**src/hw/rtl/assert_macros.svh**
```systemverilog
// Assertion macros shared by the RTL files.
// Depends on nothing; define ASSERT_OFF to compile every assertion away.
`ifndef ASSERT_MACROS_SVH
`define ASSERT_MACROS_SVH

`ifndef ASSERT_OFF

// Check prop at every rising clock edge, skipped while the reset is asserted.
`define ASSERT_RST(lbl, clk, rst_n, prop, msg) \
  lbl: assert property (@(posedge clk) disable iff (!rst_n) prop) else $error(msg);

// Check prop at every rising clock edge, reset included.
`define ASSERT_ALL(lbl, clk, prop, msg) \
  lbl: assert property (@(posedge clk) prop) else $error(msg);

`else

`define ASSERT_RST(lbl, clk, rst_n, prop, msg)

`define ASSERT_ALL(lbl, clk, prop, msg)

`endif

`endif

```
**src/hw/rtl/spq_pkg.sv**
```systemverilog
// Package for the stable priority queue: sizes, operation and status codes,
// beat payloads and the stored entry format. Depends on nothing.
package spq_pkg;

  localparam int unsigned QUEUE_DEPTH = 16;
  localparam int unsigned IDX_W       = $clog2(QUEUE_DEPTH);
  localparam int unsigned CNT_W       = $clog2(QUEUE_DEPTH + 1);
  localparam int unsigned SUM_W       = CNT_W + 1;
  localparam int unsigned VALUE_W     = 32;
  localparam int unsigned PRIO_W      = 8;
  localparam int unsigned FILL_W      = 5;

  typedef enum logic {
    OP_ENQ = 1'b0,
    OP_DEQ = 1'b1
  } op_e;

  typedef enum logic [1:0] {
    STATUS_OK    = 2'd0,
    STATUS_EMPTY = 2'd1,
    STATUS_FULL  = 2'd2
  } status_e;

  typedef struct packed {
    op_e                       op;
    logic signed [VALUE_W-1:0] item_value;
    logic [PRIO_W-1:0]         item_priority;
  } req_t;

  typedef struct packed {
    status_e                   status;
    logic                      out_valid;
    logic signed [VALUE_W-1:0] out_value;
    logic [PRIO_W-1:0]         out_priority;
    logic [FILL_W-1:0]         fill_count;
  } rsp_t;

  typedef struct packed {
    logic [PRIO_W-1:0]  prio;
    logic [VALUE_W-1:0] value;
  } entry_t;

endpackage

```
**src/hw/rtl/spq_if.sv**
```systemverilog
// Valid/ready channel interfaces for the stable priority queue.
// Depends on spq_pkg for the payload types.
interface spq_req_if;
  import spq_pkg::*;

  logic valid;
  logic ready;
  req_t payload;

  modport source (output valid, output payload, input ready);
  modport sink (input valid, input payload, output ready);
endinterface

interface spq_rsp_if;
  import spq_pkg::*;

  logic valid;
  logic ready;
  rsp_t payload;

  modport source (output valid, output payload, input ready);
  modport sink (input valid, input payload, output ready);
endinterface

```
**src/hw/rtl/stable_priority_queue.sv**
```systemverilog
// A failed beat (dequeue when empty, enqueue when full) finishes straight from idle; a dequeue
// reads the head and then hands it out; an enqueue walks from the tail, moving each held entry
// of higher priority number up one slot, then places the new entry. One memory access of each
// kind per cycle: the insertion walk moves one entry per cycle. The next request is taken only
// once a result sits in the output register; a result that must wait parks and holds the input.
// Reset (rst_ni low, async) empties the queue at once.
module stable_priority_queue (
  input  logic      clk_i,
  input  logic      rst_ni,
  spq_req_if.sink   req_i,
  spq_rsp_if.source rsp_o
);
  import spq_pkg::*;

  // Sequencer states: take a request, read the head, walk the tail, place the new entry,
  // park a finished result while the output register is still occupied.
  typedef enum logic [4:0] {
    ST_IDLE  = 5'b00001,
    ST_DEQ   = 5'b00010,
    ST_SHIFT = 5'b00100,
    ST_PUT   = 5'b01000,
    ST_DONE  = 5'b10000
  } state_e;

  // Entries live in a ring: logical slot k sits at physical (head + k) mod depth,
  // sorted by priority number from the head, ties in arrival order.
  entry_t mem_q [QUEUE_DEPTH];
  entry_t rdata_q;

  state_e            state_q, state_d;
  logic [IDX_W-1:0]  head_q, head_d;
  logic [CNT_W-1:0]  count_q, count_d;
  logic [CNT_W-1:0]  k_q, k_d;          // logical slot the walk writes next
  logic [VALUE_W-1:0] item_val_q;
  logic [PRIO_W-1:0] item_pri_q;

  rsp_t rsp_q, pend_q, fin_rsp;
  logic rsp_valid_q;
  logic out_free;
  logic finish;
  logic accept;

  logic             mem_we;
  logic [IDX_W-1:0] mem_waddr, mem_raddr;
  entry_t           mem_wdata;

  // Map a logical slot to its physical address; offsets stay below twice the depth.
  function automatic logic [IDX_W-1:0] phys(logic [IDX_W-1:0] base, logic [CNT_W-1:0] off);
    logic [SUM_W-1:0] sum;
    sum = SUM_W'(base) + SUM_W'(off);
    if (sum >= SUM_W'(QUEUE_DEPTH)) begin
      sum = sum - SUM_W'(QUEUE_DEPTH);
    end
    return IDX_W'(sum);
  endfunction

  assign req_i.ready   = (state_q == ST_IDLE);
  assign accept        = req_i.valid && (state_q == ST_IDLE);
  assign out_free      = !rsp_valid_q || rsp_o.ready;
  assign rsp_o.valid   = rsp_valid_q;
  assign rsp_o.payload = rsp_q;

  always_comb begin
    state_d   = state_q;
    head_d    = head_q;
    count_d   = count_q;
    k_d       = k_q;
    finish    = 1'b0;
    mem_we    = 1'b0;
    mem_waddr = phys(head_q, k_q);
    mem_raddr = head_q;
    mem_wdata = '{prio: item_pri_q, value: item_val_q};

    fin_rsp.status       = STATUS_OK;
    fin_rsp.out_valid    = 1'b0;
    fin_rsp.out_value    = '0;
    fin_rsp.out_priority = '0;
    fin_rsp.fill_count   = FILL_W'(count_q);

    unique case (state_q)
      ST_IDLE: begin
        if (req_i.valid) begin
          if (req_i.payload.op == OP_DEQ) begin
            if (count_q == '0) begin
              // Nothing to hand out: flag and keep the queue as it is.
              finish         = 1'b1;
              fin_rsp.status = STATUS_EMPTY;
            end else begin
              mem_raddr = head_q;
              state_d   = ST_DEQ;
            end
          end else begin
            if (count_q == CNT_W'(QUEUE_DEPTH)) begin
              // Drop the entry and flag it.
              finish         = 1'b1;
              fin_rsp.status = STATUS_FULL;
            end else if (count_q == '0) begin
              k_d     = '0;
              state_d = ST_PUT;
            end else begin
              // Start the walk at the tail.
              k_d       = count_q;
              mem_raddr = phys(head_q, count_q - CNT_W'(1));
              state_d   = ST_SHIFT;
            end
          end
        end
      end

      ST_DEQ: begin
        // Head entry arrived from the memory: hand it out and advance the head.
        finish               = 1'b1;
        fin_rsp.out_valid    = 1'b1;
        fin_rsp.out_value    = rdata_q.value;
        fin_rsp.out_priority = rdata_q.prio;
        fin_rsp.fill_count   = FILL_W'(count_q - CNT_W'(1));
        head_d               = phys(head_q, CNT_W'(1));
        count_d              = count_q - CNT_W'(1);
      end

      ST_SHIFT: begin
        mem_we = 1'b1;
        if (rdata_q.prio > item_pri_q) begin
          // Move the entry below up one slot and read the next one down.
          mem_wdata = rdata_q;
          k_d       = k_q - CNT_W'(1);
          mem_raddr = phys(head_q, k_q - CNT_W'(2));
          if (k_q == CNT_W'(1)) begin
            state_d = ST_PUT;
          end
        end else begin
          // Equal or lower number stays ahead: the new entry goes right after it.
          finish             = 1'b1;
          count_d            = count_q + CNT_W'(1);
          fin_rsp.fill_count = FILL_W'(count_q + CNT_W'(1));
        end
      end

      ST_PUT: begin
        mem_we             = 1'b1;
        finish             = 1'b1;
        count_d            = count_q + CNT_W'(1);
        fin_rsp.fill_count = FILL_W'(count_q + CNT_W'(1));
      end

      ST_DONE: begin
        if (out_free) begin
          state_d = ST_IDLE;
        end
      end

      default: begin
        state_d = ST_IDLE;
      end
    endcase

    if (finish) begin
      state_d = out_free ? ST_IDLE : ST_DONE;
    end
  end

  // Entry memory: one write port, one registered read port.
  always_ff @(posedge clk_i) begin
    if (mem_we) begin
      mem_q[mem_waddr] <= mem_wdata;
    end
    rdata_q <= mem_q[mem_raddr];
  end

  always_ff @(posedge clk_i or negedge rst_ni) begin
    if (!rst_ni) begin
      state_q     <= ST_IDLE;
      head_q      <= '0;
      count_q     <= '0;
      k_q         <= '0;
      rsp_valid_q <= 1'b0;
    end else begin
      state_q <= state_d;
      head_q  <= head_d;
      count_q <= count_d;
      k_q     <= k_d;
      if ((finish || state_q == ST_DONE) && out_free) begin
        rsp_valid_q <= 1'b1;
      end else if (rsp_o.ready) begin
        rsp_valid_q <= 1'b0;
      end
    end
  end

  // Payload registers: request fields, output beat and the parked result.
  always_ff @(posedge clk_i) begin
    if (accept) begin
      item_val_q <= req_i.payload.item_value;
      item_pri_q <= req_i.payload.item_priority;
    end
    if (finish && out_free) begin
      rsp_q <= fin_rsp;
    end else if (state_q == ST_DONE && out_free) begin
      rsp_q <= pend_q;
    end
    if (finish && !out_free) begin
      pend_q <= fin_rsp;
    end
  end

  `include "assert_macros.svh"

  `ASSERT_RST(a_count_bound, clk_i, rst_ni,
              count_q <= CNT_W'(QUEUE_DEPTH),
              "count above depth")
  `ASSERT_RST(a_full_keeps, clk_i, rst_ni,
              accept && req_i.payload.op == OP_ENQ && count_q == CNT_W'(QUEUE_DEPTH)
              |=> count_q == $past(count_q) && head_q == $past(head_q),
              "refused enqueue changed the queue")
  `ASSERT_RST(a_deq_pop, clk_i, rst_ni,
              state_q == ST_DEQ |=> count_q == $past(count_q) - CNT_W'(1),
              "dequeue did not drop one entry")
  `ASSERT_RST(a_walk_slot, clk_i, rst_ni,
              state_q == ST_SHIFT |-> k_q != '0,
              "insertion walk ran past the head")

endmodule

```
**src/flat_wrapper.sv**
```systemverilog
// flat-port wrapper written by rule: the top's interface ports become plain ports
module stable_priority_queue_flat import spq_pkg::*;
  (clk_i, rst_ni, req_i_valid, req_i_payload, req_i_ready, rsp_o_valid, rsp_o_payload, rsp_o_ready);
  spq_req_if req_i_i ();
  spq_rsp_if rsp_o_i ();
  input  logic clk_i;
  input  logic rst_ni;
  input wire logic [$bits(req_i_i.valid)-1:0] req_i_valid;
  input wire logic [$bits(req_i_i.payload)-1:0] req_i_payload;
  output wire logic [$bits(req_i_i.ready)-1:0] req_i_ready;
  output wire logic [$bits(rsp_o_i.valid)-1:0] rsp_o_valid;
  output wire logic [$bits(rsp_o_i.payload)-1:0] rsp_o_payload;
  input wire logic [$bits(rsp_o_i.ready)-1:0] rsp_o_ready;
  assign req_i_i.valid = req_i_valid;
  assign req_i_i.payload = req_i_payload;
  assign req_i_ready = req_i_i.ready;
  assign rsp_o_valid = rsp_o_i.valid;
  assign rsp_o_payload = rsp_o_i.payload;
  assign rsp_o_i.ready = rsp_o_ready;
  stable_priority_queue u_core (.clk_i(clk_i), .rst_ni(rst_ni), .req_i(req_i_i), .rsp_o(rsp_o_i));
endmodule
```
**config.mk**
```make
export PLATFORM = sky130hd
export DESIGN_NAME = stable_priority_queue_flat
export DESIGN_NICKNAME = d
export VERILOG_FILES = /design/src/hw/rtl/spq_pkg.sv /design/src/hw/rtl/spq_if.sv /design/src/hw/rtl/stable_priority_queue.sv /design/src/flat_wrapper.sv
export VERILOG_INCLUDE_DIRS = /design/src /design/src/hw/rtl
export SDC_FILE = /design/constraint.sdc
export NUM_CORES = 1
export LEC_CHECK = 0
export ABC_AREA = 0
export BUFFER_PORTS_ARGS = -buffer_cell sky130_fd_sc_hd__buf_2
export CAP_MARGIN = 20
export CELL_PAD_IN_SITES_DETAIL_PLACEMENT = 2
export CELL_PAD_IN_SITES_GLOBAL_PLACEMENT = 2
export CORE_MARGIN = 4
export CORE_UTILIZATION = 51
export DETAILED_ROUTE_END_ITERATION = 10
export PLACE_DENSITY_LB_ADDON = 0.15
export SKIP_CTS_REPAIR_TIMING = 1
export SYNTH_ARGS = -nofsm -noshare
export SYNTH_HDL_FRONTEND = slang
export SYNTH_SLANG_ARGS = --single-unit
```
**constraint.sdc**
```tcl
create_clock -name clk_i -period 10.95 [get_ports clk_i]
set_clock_uncertainty 0.1 [all_clocks]
set_input_delay 1.095 -clock clk_i [delete_from_list [all_inputs] [get_ports clk_i]]
set_output_delay 1.095 -clock clk_i [all_outputs]
set_load 0.005 [all_outputs]
```
==> results.yml, run 1 <==
routing:
  route.detailed.drc: 0
  num_vias: 19200
  dr.pass1.iters: 6
  ant_nets: 0
  avgRoutedWirePerCell_um: 38.25
  drtIter0Drc: 2267
  routed_wirelength_um: 112800
  vias_per_cell: 6.509
floorplanning:
  die_w_um: 260.4
  die_h_um: 260.4
  initial_core_util: 0.5149
  die_area_um2: 67780
  placementRows: 92
  io_pins: 95
  design.core.area_um2: 63080
synth:
  synth.avg_cell_area_um2: 17.09
  synth_ff_type: "edfxtp_1"
  synthCells: 1901
  ys.warnings.count: 0
  syn-num-nets: 1973
  synth-async-reset-ratio: 0.02392
  synth_cell_types: 55
  netlist_area_um2: 32480
  synth_enable_flop_cells: 776
  yosys_register_bits: 836
  seq_area_frac_synth: 0.7576
pwr:
  total_power_mw: 10.78
  peakVddDrop_mv: 0.1977
  power.density_nw_per_um2: 291.4
  leakage_nw: 13.55
timing:
  final_max_slew_viol_count: 0
  setup_violations: 0
  fin_crit_sh: 0.5331
  setup-tns-final_ns: 0
  rsz0062_at_grt: "false"
  hold_viol_final: 0
  finalWorstPathRequiredPeriod_ns: 5.838
  relSlewSlack: 0.07900
  worst_pin_slew_ns: 1.382
  max_freq_ghz: 0.1713
  setup_slack_ns: 5.112
worst_setup_path:
  cp_max_fo: 61
  slowest_delay_ns: 0.99
  crit_slowest_cell: "buf_4"
  cp_cell_sequence: "ha_1 > a211oi_1 > nor2_1 > nor2_1 > a21oi_4 > a222oi_1 > buf_4 > buf_4 > mux2i_1 > o22ai_1 > or4_1"
  worstPathBufferInverterCount: 2
  setup.worst_path.start_class: "register"
  critPathTopFamily: "buffers and inverters"
  required_ns: 11.34
  arrival_ns: 6.23
  end_kind: "register"
  crit_type: "register to register"
cts:
  cts.sinks: 836
  insertion_delay_ns: 0.65
  clockBufferDepth: 3
  cts_buffers: 86
  cts_tree: "done"
  clk_pin_slew_ns: 0.07
  cts.htree.levels: 3
  root_buffer: "clkbuf_16"
final_layout:
  final_area_um2: 36970
  antenna_cells: 0
  layout_commonest_cell: "edfxtp_1"
  layout_common_cells: "776 x edfxtp_1, 321 x mux2i_1, 160 x o22ai_1, 136 x nand2_1, 94 x buf_2"
  syn_to_final_growth_pct: 13.84
  multi_input_area_um2: 7478
  n_fill_cell: 5366
  seqCellArea_um2: 24600
  fin_nets: 2103
  drive_gt1_frac: 0.1655
placement:
  dp_hpwl_um: 55500
  io_buffer_count: 94
  dp_slack_ns: 5.042
  placed_area_um2: 33980
  place_congestion: 0.7397
global_route:
  grt_pass1_wl_um: 158200
  grt_max_degree: 64
  antenna_found_initial: 3
  grt_pass1_vias: 21010
  gr-total-overflow: 0
  grt_use_total: 0.3277
run:
  drv_cap: 0
run_status:
  outcome: "finished clean"
min_path:
  hold_class: "primary input to asynchronous set/reset pin"
synthesized netlist by cell type (8+ instances only):
cell type	count	share of area
xor2_1	8	0.0022
dfrtp_1	19	0.015
and2_1	41	0.0079
ha_1	24	0.0092
o21ai_0	28	0.0043
clkbuf_1	45	0.0052
buf_6	21	0.0073
buf_2	20	0.0031
nand2_1	136	0.016
edfxtp_1	776	0.72
mux2i_1	321	0.099
inv_1	23	0.0027
xnor2_1	12	0.0032
nor3_1	9	0.0014
a21oi_1	15	0.0023
dfxtp_1	40	0.025
or4_1	40	0.0092
nor2_1	35	0.0040
o22ai_1	160	0.031
mux2_2	43	0.015
nand3_1	14	0.0022
flip-flops by register name, summed over array words and instances (netlist names):
name,flops
u_core.k_q,5
u_core.rsp_o.valid,1
u_core.head_q,4
u_core.pend_q,48
u_core.rdata_q,40
u_core.count_q,5
u_core.mem_q,640
u_core.state_q,5
u_core.item_pri_q,8
u_core.item_val_q,32
u_core.rsp_o.payload,48
cells by family after synthesis:
group                      synth area share
DFF                                  0.7576
AOI/OAI and AO/OA                   0.04561
muxes                                0.1138
xor gates and xnor gates           0.005393
and+or+nand+nor                     0.04723
adders and majority gates           0.01109
buffers and inverters               0.01926
layer usage:
metal / vias to the layer above / GRT usage / share of wire / routed length, um
met5: - / 0 / 0 / 0
met4: 0 / 0.1325 / 0.041 / 4660
met3: 251 / 0.04231 / 0.058 / 6585
met2: 935 / 0.5742 / 0.51 / 57420
met1: 10300 / 0.4157 / 0.39 / 44130
li1: 7713 / - / - / -
final timing paths:
check,startpoint,to,slack (ns),depth (start not counted)
min in group clk_i,u_core.pend_q[0],u_core.rsp_o.payload[0],0.43,2
max in group asynchronous,rst_ni,u_core.state_q[0],10.03,1
max,u_core.rdata_q[37],u_core.rdata_q[10],5.11,11
min reg2reg,u_core.pend_q[0],u_core.rsp_o.payload[0],0.43,2
min,rst_ni,u_core.head_q[2],0.33,1
max reg2reg,u_core.rdata_q[37],u_core.rdata_q[10],5.11,11
final cells by class:
class                   instances  area share
inverters                      23    0.002335
well taps                     846     0.02863
repair buffers                133     0.02173
flip-flops and latches        836      0.6655
multi-input cells             951      0.2023
clock buffers                 111     0.06379
clock inverters                49     0.01580
per-stage QoR:
stage | cells | hold slack, ns | utilization
4_1_cts | 2946 | 0.3190 | 0.5853
5_1_grt | 2949 | 0.3294 | 0.5861
3_3_place_gp | 2785 | 0.4066 | 0.5384
3_5_place_dp | 2786 | 0.4168 | 0.5386
6_report | 2949 | 0.3300 | 0.5861
2_1_floorplan | 1901 | 0.3907 | -
worst register-to-register path, stage by stage (launching register included):
cell and delay [ns]:
dfxtp_1 0.50, ha_1 0.36, a211oi_1 0.30, nor2_1 0.17, nor2_1 0.46, a21oi_4 0.13
a222oi_1 0.60, buf_4 0.79, buf_4 1.07, mux2i_1 0.39, o22ai_1 0.18, or4_1 0.64
power breakdown:
part	internal, mW	switching (mW)	leakage (nW)	total [mW]
combinational	1.14	2.26	4.52	3.40
sequential	4.02	0.209	7.58	4.23
clock	1.79	1.35	1.45	3.14
total	6.96	3.81	13.5	10.8
(Power assumes the default switching activity.)
==> run 2: changes to the inputs <==
Settings changed: ABC_AREA 0 to 1, CORE_UTILIZATION 51 to 38.
Clock period 10.95 ns to 5.2 ns, I/O delays scaled along.
==> results.yml, run 2 <==
pwr:
  power.density_nw_per_um2: 688.6
  peakVddDrop_mv: 0.7495
  total_power_mw: 28.45
  leakage_nw: 16.92
final_layout:
  layout_commonest_cell: "nand2_1"
  n_fill_cell: 9626
  top_register: "u_core.mem_q"
  layout_common_cells: "909 x nand2_1, 776 x edfxtp_1, 733 x nand3_1, 410 x inv_1, 97 x clkbuf_16"
  instances_no_fill: 4804
  drive_gt1_frac: 0.1090
  largest_reg_flops: 640
  fin_nets: 3541
  fin_util: 0.4419
  syn_to_final_growth_pct: 15.05
timing:
  worst_pin_slew_ns: 1.089
  hold_viol_final: 0
  relSlewSlack: 0.2741
  finalWorstPathRequiredPeriod_ns: 4.002
  max_freq_ghz: 0.2499
  final_max_slew_viol_count: 0
  fin_crit_sh: 0.7696
  rsz0062_at_grt: "false"
  setup_violations: 0
  setup-tns-final_ns: 0
  setup_slack_ns: 1.198
synth:
  synthCells: 3328
  synth_enable_flop_cells: 776
  netlist_area_um2: 35910
  synth_cell_types: 46
  synth_common_cells: "909 x nand2_1, 776 x edfxtp_1, 733 x nand3_1"
  synth.avg_cell_area_um2: 10.79
  seq_area_frac_synth: 0.6853
  synth_ff_type: "edfxtp_1"
  yosys_register_bits: 836
  synth-async-reset-ratio: 0.02392
  yosysTopAreaCell: "edfxtp_1"
  synth_top_area_share: 0.6490
  yosysMostFrequentCell: "nand2_1"
  ys.warnings.count: 0
  syn-num-nets: 3400
  netlist_top_cells_area: "edfxtp_1 65%, nand3_1 10%, nand2_1 9.5%"
worst_setup_path:
  crit_type: "register to register"
  crit_slowest_cell: "buf_12"
  required_ns: 5.64
  slowest_delay_ns: 0.49
  arrival_ns: 4.45
  cp_cell_sequence: "ha_1 > inv_1 > nand2_1 > nand2_1 > nand2_1 > nand2_1 > nand2_1 > nand2_1 > nand4_1 > nand2_2 > nand2_8 > nand2_8 > buf_12 > nand2_1 > nand3_1 > nand3_1 > nand3_1 > nand2_1"
  setup.worst_path.start_class: "register"
  cp_max_fo: 176
  end_kind: "register"
  cpMostUsedCell: "nand2_1"
cts:
  root_buffer: "clkbuf_16"
  insertion_delay_ns: 0.67
  clk_pin_slew_ns: 0.06
  clockBufferDepth: 3
  cts.sinks: 836
  cts_tree: "done"
  cts_buffers: 95
  cts.htree.levels: 3
routing:
  ant_nets: 0
  route.detailed.drc: 0
  dr.pass1.iters: 5
  num_vias: 25680
  routed_wirelength_um: 122800
  drtIter0Drc: 1950
  avgRoutedWirePerCell_um: 25.56
  vias_per_cell: 5.345
placement:
  dp_hpwl_um: 67170
  placed_cells: 4585
  io_buffer_count: 94
  place_congestion: 0.7787
  dp_slack_ns: 1.353
global_route:
  grt_pass1_wl_um: 181300
  grt_pass1_vias: 28000
  grt_use_total: 0.2442
  gr-total-overflow: 0
  use_met1: 0.3320
  top_usage_layer: "met2"
  use_met2: 0.4194
  grt_max_degree: 177
  antenna_found_initial: 3
  grtUsageMet3: 0.03133
floorplanning:
  die_h_um: 315.4
  design.core.area_um2: 93470
  die_area_um2: 99470
  placementRows: 112
  initial_core_util: 0.3841
  io_pins: 95
  die_w_um: 315.4
min_path:
  hold_class: "primary input to register"
run_status:
  outcome: "finished clean"
run:
  drv_cap: 0
[run 2: changes by cell type after synthesis, sizes merged, moves of 103 or more]
cell	delta
buf	+103
inv	+399
mux2i	-321
nand2	+780
nand3	+723
o22ai	-158
[run 2: report_power, final]
part	switching (mW)	internal [mW]
combinational	9.54	3.49
clock	2.75	3.64
sequential	0.354	8.68
[run 2: path summary, 6_finish.rpt]
check	from	endpoint	slack [ns]	cells past startpoint
worst max-delay path	u_core.item_pri_q[0]	u_core.rdata_q[34]	1.20	18
worst max register to register	u_core.item_pri_q[0]	u_core.rdata_q[34]	1.20	18
max in group asynchronous	rst_ni	u_core.k_q[1]	4.31	2
worst min register to register	u_core.pend_q[17]	u_core.rsp_o.payload[17]	0.42	2
min in group asynchronous	rst_ni	u_core.rsp_o.valid	0.31	2
worst min-delay path	req_i_payload[0]	u_core.item_pri_q[0]	0.06	1
[run 2: area by class of cell]
cell class / count / area [um^2] / share of cell area
flip-flops and latches: 836 / 24600 / 0.5956
multi-input cells: 1881 / 8838 / 0.2140
clock buffers: 134 / 2646 / 0.06406
repair buffers: 231 / 1774 / 0.04295
inverters: 424 / 1597 / 0.03865
well taps: 1254 / 1569 / 0.03798
clock inverters: 43 / 276.5 / 0.006694
diodes: 1 / 2.502 / 0.00006058
[run 2: kinds of logic (layout without fill, tap and decap cells)]
kind of cell / Yosys count / count (layout) / synth area share
AND/OR/NAND/NOR: 1753 / 1753 / 0.2138
flip-flops: 836 / 836 / 0.6853
buffers and inverters: 611 / 832 / 0.07398
AO/OA/AOI/OAI: 86 / 86 / 0.01331
adder cells (fa/ha/maj): 27 / 27 / 0.01004
XOR/XNOR: 15 / 15 / 0.003659
other: 0 / 1 / 0
[run 2: stage by stage]
step | hold WS [ns] | area [um^2]
after floorplan | 0.1244 | 35910
after global placement | 0.3927 | 37980
after detailed placement | 0.4091 | 37980
after CTS | -0.2818 | 40900
after global routing | 0.01482 | 41310
final | 0.06074 | 41310
[run 2: worst max-delay path, delay by kind of cell (launching register included)]
kind / cells / cell delay, ns
fa+ha+maj: 1 / 0.27
buf+inv: 2 / 0.56
flops: 1 / 0.41
simple gates: 15 / 2.18
[run 2: per-layer routing]
| metal | share of wire | vias to the layer above | routed length, um |
|---|---|---|---|
| met4 | 0.018 | 2 | 2189 |
| li1 | - | 11440 | - |
| met1 | 0.45 | 13570 | 55410 |
| met5 | 0.000057 | - | 7 |
| met3 | 0.041 | 144 | 5038 |
| met2 | 0.49 | 515 | 60150 |
==> run 3: changes to the inputs <==
Settings changed: ABC_AREA 1 to 0, CORE_UTILIZATION 38 to 43.
Clock period 5.2 ns to 3.5 ns, I/O delays scaled along.
==> results.yml, run 3 (synthesis results as in run 1) <==
final_layout:
  largest_reg_flops: 640
  drive_gt1_frac: 0.2684
  syn_to_final_growth_pct: 25.40
  top_register: "u_core.mem_q"
  fin_nets: 2322
  final_area_um2: 40730
  layout_commonest_cell: "edfxtp_1"
  layout_common_cells: "776 x edfxtp_1, 269 x mux2i_1, 142 x o22ai_1, 136 x nand2_1, 114 x clkbuf_16"
  antenna_cells: 0
worst_setup_path:
  r2r-end: "u_core.rdata_q[26]"
  setup.worst_path.start_class: "register"
  cp_max_fo: 8
  r2r_slack_ns: -0.34
  end_kind: "register"
  reg2regPathDepth: 14
  arrival_ns: 4.26
  crit_type: "register to register"
  crit_path_end: "u_core.rdata_q[26]"
  r2r_start: "u_core.item_pri_q[1]"
  cp-startpoint: "u_core.item_pri_q[1]"
  required_ns: 3.92
global_route:
  grtUsageMet3: 0.03036
  use_met1: 0.3353
  grt_pass1_wl_um: 147900
  antenna_found_initial: 3
  top_usage_layer: "met2"
  grt_use_total: 0.2564
  use_met2: 0.4548
  gr-total-overflow: 0
  grt_max_degree: 49
  grt_pass1_vias: 20610
placement:
  place_congestion: 0.7651
  placed_area_um2: 35480
  dp_hpwl_um: 57480
  io_buffer_count: 94
run_status:
  failed_checks: "negative setup slack"
  outcome: "finished with violations"
timing:
  rsz0062_at_grt: "true"
  max_freq_ghz: 0.2606
  finalWorstPathRequiredPeriod_ns: 3.838
  final_max_slew_viol_count: 0
  worst_pin_slew_ns: 0.9831
  setup_violations: 56
  fin_crit_sh: 1.097
  hold_viol_final: 0
  setup_slack_ns: -0.3380
  relSlewSlack: 0.3415
routing:
  dr.pass1.iters: 7
  routed_wirelength_um: 117900
  drtIter0Drc: 2109
  ant_nets: 0
  vias_per_cell: 6.015
  route.detailed.drc: 0
  avgRoutedWirePerCell_um: 35.80
  num_vias: 19820
cts:
  cts_buffers: 89
  cts.sinks: 836
  cts.htree.levels: 3
  cts_tree: "done"
  clockBufferDepth: 3
  clk_pin_slew_ns: 0.06
  root_buffer: "clkbuf_16"
  insertion_delay_ns: 0.67
pwr:
  p_clk_frac: 0.259
  total_power_mw: 37.43
  power.density_nw_per_um2: 918.9
  internal_power_mw: 24.33
  p_sw_frac: 0.3499
  p_sw_mw: 13.10
  power_frac_seq: 0.351
  leakage_nw: 14.97
  peakVddDrop_mv: 0.6050
  combPwrFrac: 0.391
floorplanning:
  design.core.area_um2: 74700
  io_pins: 95
  die_area_um2: 79990
  initial_core_util: 0.4348
  die_h_um: 282.8
  die_w_um: 282.8
  placementRows: 100
min_path:
  hold_class: "primary input to register"
  min_from: "rsp_o_ready"
run:
  drv_cap: 0
## run 3: how the worst min path moves through the flow
stage	endpoint	cells past startpoint
after floorplan	u_core.count_q[0]	0
after global placement	u_core.k_q[2]	1
after detailed placement	u_core.k_q[2]	1
after CTS	u_core.count_q[4]	1
after global routing	u_core.state_q[4]	3
final	u_core.state_q[4]	3
## run 3: final cells by class
| cell class | count | area [um^2] |
|---|---|---|
| clock buffer | 116 | 2381 |
| clock inverter | 50 | 467.9 |
| sequential | 836 | 24610 |
| multi-input combinational | 951 | 8073 |
| tap | 969 | 1212 |
| inverter | 23 | 86.33 |
| fill | 6479 | 33970 |
| timing repair buffer | 349 | 3902 |
## run 3: critical path, cell delays in order (launching register included)
cell and delay (ns):
edfxtp_1 0.40, inv_2 0.12, ha_4 0.21, nor2b_4 0.12, o211ai_1 0.32, a21o_1 0.23, a21oi_4 0.07, a222oi_1 0.34
buf_4 0.22, buf_12 0.17, buf_12 0.16, buf_12 0.15, mux2i_1 0.28, o22ai_1 0.20, or4_4 0.58
## run 3: stage by stage
| stage | hold WS, ns | cells | utilization | TNS, ns | setup slack, ns |
|---|---|---|---|---|---|
| after floorplan | -0.04559 | 1901 | - | -88.87 | -0.2152 |
| after global placement | 0.2524 | 3006 | 0.4750 | -2.786 | -0.2067 |
| after detailed placement | 0.2529 | 3006 | 0.4750 | -11.57 | -0.3890 |
| after CTS | -0.4361 | 3172 | 0.5132 | -17.32 | -0.5425 |
| after global routing | 0.05470 | 3294 | 0.5453 | -15.16 | -0.4390 |
| final | 0.03818 | 3294 | 0.5453 | -11.38 | -0.3380 |
## run 3: routing by layer
| metal | part of all wire | wire [um] | vias up |
|---|---|---|---|
| li1 | - | - | 8160 |
| met1 | 0.39 | 46250 | 10510 |
| met2 | 0.51 | 59930 | 904 |
| met3 | 0.062 | 7341 | 241 |
| met4 | 0.037 | 4385 | 2 |
| met5 | 0.000085 | 10 | - |
## run 3: power by group through the flow
stage | logic, mW | registers [mW] | clock network (mW)
after global routing | 15.3 | 13.2 | 10.3
after CTS | 11.6 | 13.1 | 9.63
final | 14.6 | 13.1 | 9.68
after floorplan | 6.83 | 13.1 | 0
after global placement | 10.8 | 13.2 | 0
after detailed placement | 11.4 | 13.2 | 0
